`src/rtl/core/ple_pkg.sv`:
```
// shared types and constants for the positional list engine
package ple_pkg;

   localparam int unsigned FUNC_W = 3;
   localparam int unsigned POS_W  = 7;
   localparam int unsigned DATA_W = 32;
   localparam int unsigned STAT_W = 2;
   localparam int unsigned LEN_W  = 7;

   localparam logic [FUNC_W-1:0] FUNC_CLEAR  = 3'd0;
   localparam logic [FUNC_W-1:0] FUNC_PUSH   = 3'd1;
   localparam logic [FUNC_W-1:0] FUNC_INSERT = 3'd2;
   localparam logic [FUNC_W-1:0] FUNC_DELETE = 3'd3;
   localparam logic [FUNC_W-1:0] FUNC_GET    = 3'd4;

   localparam logic [STAT_W-1:0] STATUS_OK    = 2'd0;
   localparam logic [STAT_W-1:0] STATUS_FULL  = 2'd1;
   localparam logic [STAT_W-1:0] STATUS_RANGE = 2'd2;

   typedef struct packed {
      logic [FUNC_W-1:0]        func;
      logic [POS_W-1:0]         position;
      logic signed [DATA_W-1:0] value;
   } ple_req_type;

   typedef struct packed {
      logic signed [DATA_W-1:0] data;
      logic [STAT_W-1:0]        status;
      logic [LEN_W-1:0]         length;
   } ple_rsp_type;

   typedef enum logic [2:0] {
      ST_IDLE,
      ST_FETCH,
      ST_CAP,
      ST_RD,
      ST_WR,
      ST_PUT,
      ST_DONE
   } ple_state_type;

endpackage

```
`src/rtl/core/ple_req_if.sv`:
```
// command channel of the positional list engine
interface ple_req_if;
   logic                 valid;
   logic                 ready;
   ple_pkg::ple_req_type payload;

   modport source (output valid, output payload, input ready);
   modport sink   (input valid, input payload, output ready);
endinterface

```
`src/rtl/core/ple_rsp_if.sv`:
```
// result channel of the positional list engine
interface ple_rsp_if;
   logic                 valid;
   logic                 ready;
   ple_pkg::ple_rsp_type payload;

   modport source (output valid, output payload, input ready);
   modport sink   (input valid, input payload, output ready);
endinterface

```
`src/rtl/core/positional_list_engine.sv`:
```
// clear, errors and unused codes go straight to DONE; get reads its element (FETCH, CAP);
// insert or push at position p moves each element from p on up one place by a read and a
// write (RD, WR), then writes the value (PUT); delete reads its element (FETCH, CAP), then
// moves each later element down one place (RD, WR). a new item is taken in the cycle after
// the result register is loaded, which waits while the last result is held; items never overlap.
// reset (synchronous) empties the list and drops any pending result; the store is not cleared.
module positional_list_engine #(
   parameter int unsigned DEPTH = 64
) (
   input logic        clock,
   input logic        reset,
   ple_req_if.sink    req_chan,
   ple_rsp_if.source  rsp_chan
);

   localparam int unsigned AW   = $clog2(DEPTH);
   localparam int unsigned CW   = $clog2(DEPTH + 1);
   localparam int unsigned CMPW = (CW > ple_pkg::POS_W) ? CW : ple_pkg::POS_W;

   ple_pkg::ple_state_type state_ff, state_in;

   logic [CW-1:0]                    count_ff, count_in;
   logic [CW-1:0]                    idx_ff, idx_in;
   logic [AW-1:0]                    k_ff, k_in;
   logic [ple_pkg::FUNC_W-1:0]       func_ff, func_in;
   logic [ple_pkg::DATA_W-1:0]       val_ff, val_in;
   logic [ple_pkg::STAT_W-1:0]       status_ff, status_in;
   logic [ple_pkg::DATA_W-1:0]       data_ff, data_in;
   logic                             rsp_valid_ff, rsp_valid_in;
   ple_pkg::ple_rsp_type             rsp_ff, rsp_in;

   logic                             req_fire;
   logic                             out_free;
   logic                             shift_up;
   logic [ple_pkg::POS_W-1:0]        acc_k7;
   logic [CMPW-1:0]                  acc_k_ext;
   logic [CMPW-1:0]                  cnt_ext;
   logic [ple_pkg::STAT_W-1:0]       acc_status;
   logic [CW-1:0]                    k_wide;
   logic [CW-1:0]                    idx_step;

   logic                             rd_en;
   logic [AW-1:0]                    rd_addr;
   logic [ple_pkg::DATA_W-1:0]       rd_data;
   logic                             wr_en;
   logic [AW-1:0]                    wr_addr;
   logic [ple_pkg::DATA_W-1:0]       wr_data;

   ple_store #(.DEPTH(DEPTH)) u_store (
      .clock   (clock),
      .wr_en   (wr_en),
      .wr_addr (wr_addr),
      .wr_data (wr_data),
      .rd_en   (rd_en),
      .rd_addr (rd_addr),
      .rd_data (rd_data)
   );

   assign req_chan.ready   = (state_ff == ple_pkg::ST_IDLE);
   assign req_fire         = req_chan.valid && req_chan.ready;
   assign out_free         = !rsp_valid_ff || rsp_chan.ready;
   assign rsp_chan.valid   = rsp_valid_ff;
   assign rsp_chan.payload = rsp_ff;

   assign shift_up = (func_ff == ple_pkg::FUNC_PUSH) || (func_ff == ple_pkg::FUNC_INSERT);
   assign k_wide   = CW'(k_ff);
   // shared index unit: one step down for push and insert, one step up for delete
   assign idx_step = shift_up ? (idx_ff - CW'(1)) : (idx_ff + CW'(1));

   // position decode and range check for the item being accepted
   always_comb begin
      acc_k7 = '0;
      if (req_chan.payload.position != '0) begin
         acc_k7 = req_chan.payload.position - ple_pkg::POS_W'(1);
      end
      if (req_chan.payload.func == ple_pkg::FUNC_PUSH) begin
         acc_k7 = '0;
      end
      acc_k_ext = CMPW'(acc_k7);
      cnt_ext   = CMPW'(count_ff);
      unique case (req_chan.payload.func)
         ple_pkg::FUNC_PUSH, ple_pkg::FUNC_INSERT: begin
            if (count_ff >= CW'(DEPTH)) begin
               acc_status = ple_pkg::STATUS_FULL;
            end else if (acc_k_ext > cnt_ext) begin
               acc_status = ple_pkg::STATUS_RANGE;
            end else begin
               acc_status = ple_pkg::STATUS_OK;
            end
         end
         ple_pkg::FUNC_DELETE, ple_pkg::FUNC_GET: begin
            acc_status = (acc_k_ext >= cnt_ext) ? ple_pkg::STATUS_RANGE
                                                : ple_pkg::STATUS_OK;
         end
         default: begin
            acc_status = ple_pkg::STATUS_OK;
         end
      endcase
   end

   // next state
   always_comb begin
      state_in = state_ff;
      unique case (state_ff)
         ple_pkg::ST_IDLE: begin
            if (req_fire) begin
               if (acc_status != ple_pkg::STATUS_OK) begin
                  state_in = ple_pkg::ST_DONE;
               end else begin
                  unique case (req_chan.payload.func)
                     ple_pkg::FUNC_PUSH, ple_pkg::FUNC_INSERT: begin
                        state_in = (cnt_ext > acc_k_ext) ? ple_pkg::ST_RD : ple_pkg::ST_PUT;
                     end
                     ple_pkg::FUNC_DELETE, ple_pkg::FUNC_GET: begin
                        state_in = ple_pkg::ST_FETCH;
                     end
                     default: begin
                        state_in = ple_pkg::ST_DONE;
                     end
                  endcase
               end
            end
         end
         ple_pkg::ST_FETCH: begin
            state_in = ple_pkg::ST_CAP;
         end
         ple_pkg::ST_CAP: begin
            if ((func_ff == ple_pkg::FUNC_DELETE) && ((k_wide + CW'(1)) < count_ff)) begin
               state_in = ple_pkg::ST_RD;
            end else begin
               state_in = ple_pkg::ST_DONE;
            end
         end
         ple_pkg::ST_RD: begin
            state_in = ple_pkg::ST_WR;
         end
         ple_pkg::ST_WR: begin
            if (shift_up) begin
               state_in = (idx_step > k_wide) ? ple_pkg::ST_RD : ple_pkg::ST_PUT;
            end else begin
               state_in = ((idx_ff + CW'(2)) < count_ff) ? ple_pkg::ST_RD : ple_pkg::ST_DONE;
            end
         end
         ple_pkg::ST_PUT: begin
            state_in = ple_pkg::ST_DONE;
         end
         ple_pkg::ST_DONE: begin
            if (out_free) begin
               state_in = ple_pkg::ST_IDLE;
            end
         end
         default: begin
            state_in = ple_pkg::ST_IDLE;
         end
      endcase
   end

   // datapath and store control
   always_comb begin
      count_in     = count_ff;
      idx_in       = idx_ff;
      k_in         = k_ff;
      func_in      = func_ff;
      val_in       = val_ff;
      status_in    = status_ff;
      data_in      = data_ff;
      rsp_in       = rsp_ff;
      rsp_valid_in = rsp_valid_ff && !rsp_chan.ready;
      rd_en        = 1'b0;
      rd_addr      = k_ff;
      wr_en        = 1'b0;
      wr_addr      = k_ff;
      wr_data      = val_ff;
      unique case (state_ff)
         ple_pkg::ST_IDLE: begin
            if (req_fire) begin
               func_in   = req_chan.payload.func;
               val_in    = req_chan.payload.value;
               status_in = acc_status;
               data_in   = '0;
               k_in      = acc_k_ext[AW-1:0];
               idx_in    = count_ff;
            end
         end
         ple_pkg::ST_FETCH: begin
            rd_en   = 1'b1;
            rd_addr = k_ff;
         end
         ple_pkg::ST_CAP: begin
            data_in = rd_data;
            idx_in  = k_wide;
         end
         ple_pkg::ST_RD: begin
            rd_en   = 1'b1;
            rd_addr = idx_step[AW-1:0];
         end
         ple_pkg::ST_WR: begin
            wr_en   = 1'b1;
            wr_addr = idx_ff[AW-1:0];
            wr_data = rd_data;
            idx_in  = idx_step;
         end
         ple_pkg::ST_PUT: begin
            wr_en   = 1'b1;
            wr_addr = k_ff;
            wr_data = val_ff;
         end
         ple_pkg::ST_DONE: begin
            if (out_free) begin
               unique case (func_ff)
                  ple_pkg::FUNC_CLEAR: begin
                     count_in = '0;
                  end
                  ple_pkg::FUNC_PUSH, ple_pkg::FUNC_INSERT: begin
                     if (status_ff == ple_pkg::STATUS_OK) begin
                        count_in = count_ff + CW'(1);
                     end
                  end
                  ple_pkg::FUNC_DELETE: begin
                     if (status_ff == ple_pkg::STATUS_OK) begin
                        count_in = count_ff - CW'(1);
                     end
                  end
                  default: begin
                     count_in = count_ff;
                  end
               endcase
               rsp_in.data   = data_ff;
               rsp_in.status = status_ff;
               rsp_in.length = ple_pkg::LEN_W'(count_in);
               rsp_valid_in  = 1'b1;
            end
         end
         default: begin
            rd_en = 1'b0;
         end
      endcase
   end

   always_ff @(posedge clock) begin
      if (reset) begin
         state_ff     <= ple_pkg::ST_IDLE;
         count_ff     <= '0;
         rsp_valid_ff <= 1'b0;
      end else begin
         state_ff     <= state_in;
         count_ff     <= count_in;
         rsp_valid_ff <= rsp_valid_in;
      end
   end

   always_ff @(posedge clock) begin
      idx_ff    <= idx_in;
      k_ff      <= k_in;
      func_ff   <= func_in;
      val_ff    <= val_in;
      status_ff <= status_in;
      data_ff   <= data_in;
      rsp_ff    <= rsp_in;
   end

endmodule

```
`src/rtl/core/ple_store.sv`:
```
// element store: one write port, one registered read port
module ple_store #(
   parameter int unsigned DEPTH = 64
) (
   input  logic                                clock,
   input  logic                                wr_en,
   input  logic [$clog2(DEPTH)-1:0]            wr_addr,
   input  logic [ple_pkg::DATA_W-1:0]          wr_data,
   input  logic                                rd_en,
   input  logic [$clog2(DEPTH)-1:0]            rd_addr,
   output logic [ple_pkg::DATA_W-1:0]          rd_data
);

   logic [ple_pkg::DATA_W-1:0] mem [DEPTH];
   logic [ple_pkg::DATA_W-1:0] rd_data_ff;

   always_ff @(posedge clock) begin
      if (wr_en) begin
         mem[wr_addr] <= wr_data;
      end
      if (rd_en) begin
         rd_data_ff <= mem[rd_addr];
      end
   end

   assign rd_data = rd_data_ff;

endmodule

```
`src/flat_wrapper.sv`:
```
// flat-port wrapper written by rule: the top's interface ports become plain ports
module positional_list_engine_flat 
#(
   parameter int unsigned DEPTH = 64
)
  (clock, reset, req_chan_valid, req_chan_payload, req_chan_ready, rsp_chan_valid, rsp_chan_payload, rsp_chan_ready);
  ple_req_if req_chan_i ();
  ple_rsp_if rsp_chan_i ();
  input logic clock;
  input logic reset;
  input wire logic [$bits(req_chan_i.valid)-1:0] req_chan_valid;
  input wire logic [$bits(req_chan_i.payload)-1:0] req_chan_payload;
  output wire logic [$bits(req_chan_i.ready)-1:0] req_chan_ready;
  output wire logic [$bits(rsp_chan_i.valid)-1:0] rsp_chan_valid;
  output wire logic [$bits(rsp_chan_i.payload)-1:0] rsp_chan_payload;
  input wire logic [$bits(rsp_chan_i.ready)-1:0] rsp_chan_ready;
  assign req_chan_i.valid = req_chan_valid;
  assign req_chan_i.payload = req_chan_payload;
  assign req_chan_ready = req_chan_i.ready;
  assign rsp_chan_valid = rsp_chan_i.valid;
  assign rsp_chan_payload = rsp_chan_i.payload;
  assign rsp_chan_i.ready = rsp_chan_ready;
  positional_list_engine #(.DEPTH(DEPTH)) u_core (.clock(clock), .reset(reset), .req_chan(req_chan_i), .rsp_chan(rsp_chan_i));
endmodule
```
`config.mk`:
```
export PLATFORM = sky130hd
export DESIGN_NAME = positional_list_engine_flat
export DESIGN_NICKNAME = d
export VERILOG_FILES = /design/src/rtl/core/ple_pkg.sv /design/src/rtl/core/ple_req_if.sv /design/src/rtl/core/ple_rsp_if.sv /design/src/rtl/core/positional_list_engine.sv /design/src/rtl/core/ple_store.sv /design/src/flat_wrapper.sv
export SDC_FILE = /design/constraint.sdc
export NUM_CORES = 2
export LEC_CHECK = 0
export BUFFER_PORTS_ARGS = -buffer_cell sky130_fd_sc_hd__buf_2
export CORE_MARGIN = 2
export CORE_UTILIZATION = 50
export DETAILED_ROUTE_END_ITERATION = 8
export GPL_TIMING_DRIVEN = 0
export PLACE_DENSITY = 0.68
export SETUP_SLACK_MARGIN = 0.2
export SLEW_MARGIN = 20
export SYNTH_ARGS = -nofsm -noshare
export SYNTH_HDL_FRONTEND = slang
export SYNTH_SLANG_ARGS = --single-unit
```
`constraint.sdc`:
```
create_clock -name clock -period 5.7 [get_ports clock]
set_clock_uncertainty 0.2 [all_clocks]
set_input_delay 1.14 -clock clock [delete_from_list [all_inputs] [get_ports clock]]
set_output_delay 1.14 -clock clock [all_outputs]
set_load 0.01 [all_outputs]
```
==> impl_metrics.py <==
metrics = {
    "logic_synthesis": {
        "syn_inst": 6640,
        "syn_nets": 6723,
        "synth_edf_count": 2203,
        "synth_top_area_cell": "edfxtp_1",
        "synthArstFlopShare": 0,
        "ys_ff_latch": 2214,
        "synth_warnings": 0,
        "synth_area_leaders": "edfxtp_1 75%, nand2_1 8.7%, nand3_1 2.7%",
        "synthesis.area_mm2": 0.0883,
        "syn_avg_cell_area_um2": 13.3,
        "synth.distinct_cells": 71,
        "ys_seq_area_frac": 0.751,
        "synthFlopType": "edfxtp_1",
        "synth_top_area_share": 0.749,
    },
    "floorplan": {
        "fp.coreArea_mm2": 0.176,
        "die_w_um": 424,
        "start_util": 0.502,
        "fp-row-count": 154,
        "ioPinCount": 89,
        "die_area_mm2": 0.180,
        "die_h_um": 424,
    },
    "pwr": {
        "pwr_density_cell_mw_per_mm2": 497,
        "swShare": 0.368,
        "p_seq_frac": 0.417,
        "p_int_w": 0.0321,
        "ir_drop_v": 0.000410,
        "p_comb_frac": 0.316,
        "clock_power_share": 0.268,
        "switching_power_w": 0.0186,
        "leakage_nw": 35.0,
    },
    "layout": {
        "seq_area_mm2": 0.0664,
        "fin_util": 0.580,
        "nets": 7137,
        "drive_above_1_share": 0.119,
        "layout_commonest_cell": "edfxtp_1",
        "fillers": 13400,
        "multiInputGateArea_mm2": 0.0212,
        "areaGrowthSynthToFinish_pct": 15.4,
        "final_cell_mix": "2,203 x edfxtp_1, 2,014 x nand2_1, 475 x nand3_1, 347 x and3_1, 268 x clkbuf_1",
        "design_area_mm2": 0.102,
    },
    "clocking": {
        "clock_latency_ps": 880,
        "cts_tree": "yes",
        "ctsHtreeMaxLevel": 4,
        "cts_max_path_buffers": 3,
        "path_clk_slew_ps": 60,
        "cts_buffers": 210,
        "cts_sinks": 2214,
        "cts-hold-fix-buffers": 0,
        "root_buffer": "clkbuf_16",
    },
    "sta": {
        "hold_violations": 0,
        "max_freq_mhz": 180,
        "rsz0062_at_grt": "yes",
        "slew_viol_final": 0,
        "worstMarginPinSlew_ps": 1370,
        "setup_ws_ps": 134,
        "period_share": 0.976,
        "relSlewSlack": 0.0779,
        "fin_crit_ps": 5570,
        "setup-tns-final_ps": 0,
        "finalSetupViolations": 0,
        "holdWs_ps": 217,
    },
    "drt": {
        "vias": 59200,
        "routedWlPerCell_um": 28.7,
        "drtIter0Drc": 9349,
        "postRouteWirelength_mm": 275,
        "drc": 0,
        "drt_pass1_iterations": 8,
        "postRouteAntennaNets": 0,
        "vias_per_cell": 6.18,
    },
    "placement": {
        "placed_area_mm2": 0.0949,
        "dpl.hpwl_mm": 191,
        "post-place-ws_ps": -668,
        "place.gp.congestion": 1.02,
        "portBuffers": 87,
    },
    "setup_path": {
        "crit_path_start_kind": "flop",
        "required_ps": 6110,
        "worstSetupEndpointType": "flop",
        "cp_max_fo": 10,
        "arrival_ps": 5970,
        "crit_type": "flop to flop",
    },
    "global_route": {
        "grt_max_degree": 65,
        "grt_pass1_wl_mm": 388,
        "globalRouteOverflowTotal": 0,
        "grt_pass1_vias": 55700,
        "antenna_found_initial": 15,
        "grtUsageTotal": 0.300,
    },
    "flow_run": {
        "maxCapViolCount": 0,
    },
    "outcome": {
        "run_status": "finished clean",
    },
    "hold_path": {
        "hold_class": "flop to flop",
    },
}
power by group through the flow:
stage / clock network [W] / registers (W) / logic, W
floorplan: 0 / 0.0215 / 0.00751
global placement: 0 / 0.0220 / 0.0138
detailed placement: 0 / 0.0214 / 0.0152
CTS: 0.0136 / 0.0211 / 0.0154
global route: 0.0142 / 0.0212 / 0.0166
finish: 0.0136 / 0.0211 / 0.0160
metrics by stage:
| step | instances | total power, W |
|---|---|---|
| global placement | 9067 | 0.0358 |
| floorplan | 6640 | 0.0290 |
| CTS | 9561 | 0.0501 |
| detailed placement | 9173 | 0.0366 |
| global route | 9574 | 0.0520 |
| finish | 9582 | 0.0507 |
critical path: stages (launching register included):
cell	delay [ps]
edfxtp_1	500
xnor2_2	260
nor2_4	290
inv_1	180
fa_1	420
xnor2_1	510
mux2i_4	370
nor2_4	410
buf_2	390
clkbuf_1	500
a32oi_1	130
a21oi_1	680
nor4_4	180
and3_1	290
registers in the layout, indices dropped and copies added, names as in the netlist, 3 cells and up:
name and count:
u_core.u_store.mem 2048, u_core.state_ff 3, u_core.rsp_chan.payload 41, u_core.u_store.rd_data 32
u_core.data_ff 32, u_core.k_ff 6, u_core.func_ff 3, u_core.cnt_ext 7
u_core.idx_ff 7, u_core.val_ff 32
synthesized netlist by cell type, drive strengths merged (37+ instances only):
library cell and instances:
and3 347, mux2i 87, a31oi 161, nor2 132, clkbuf 234, edfxtp 2203, buf 190, nor4 37
a32oi 96, a21oi 79, a311oi 131, nand2 2046, nor3 43, nand3 475, o21ai 86
final timing paths:
| kind | start | end | slack (ps) | cells after the start |
|---|---|---|---|---|
| max reg2reg | u_core.func_ff[1] | u_core.u_store.rd_data[9] | 130 | 13 |
| min | u_core.data_ff[13] | u_core.rsp_chan.payload[22] | 220 | 0 |
| min reg2reg | u_core.data_ff[13] | u_core.rsp_chan.payload[22] | 220 | 0 |
| max | u_core.func_ff[1] | u_core.u_store.rd_data[9] | 130 | 13 |
area by class of cell:
| class | count | share of cell area |
|---|---|---|
| Clock inverter | 133 | 0.0107 |
| Clock buffer | 255 | 0.0539 |
| Tap cell | 2340 | 0.0287 |
| Inverter | 27 | 0.000994 |
| Multi-Input combinational cell | 3975 | 0.208 |
| Antenna cell | 12 | 0.000294 |
| Sequential cell | 2214 | 0.651 |
| Timing Repair Buffer | 202 | 0.0279 |
| Buffer | 424 | 0.0183 |
kinds of logic (layout without fill, tap and decap cells):
logic type | after synthesis | after routing | share of synthesized area
AO/OA/AOI/OAI | 643 | 643 | 0.0516
multiplexers | 88 | 88 | 0.0105
XOR/XNOR | 19 | 19 | 0.00188
flip-flops | 2214 | 2214 | 0.751
AND/OR/NAND/NOR | 3188 | 3188 | 0.157
buffers and inverters | 451 | 1041 | 0.0221
other | 0 | 12 | 0
adder cells (fa/ha/maj) | 37 | 37 | 0.00533
what timing repair did:
item | CTS | global route
resized for setup | 50 | 31
setup endpoints to repair | 32 | 28
buffers inserted | 0 | 9
pin swaps | 0 | 1
routing by layer:
layer,GRT usage,up-vias,share of wire
li1,-,25400,-
met1,0.403,29300,0.37
met2,0.454,3920,0.45
met3,0.0749,647,0.13
met4,0.157,4,0.058
met5,0,-,0.00011
Note: power is estimated with default switching activity, not from simulation.
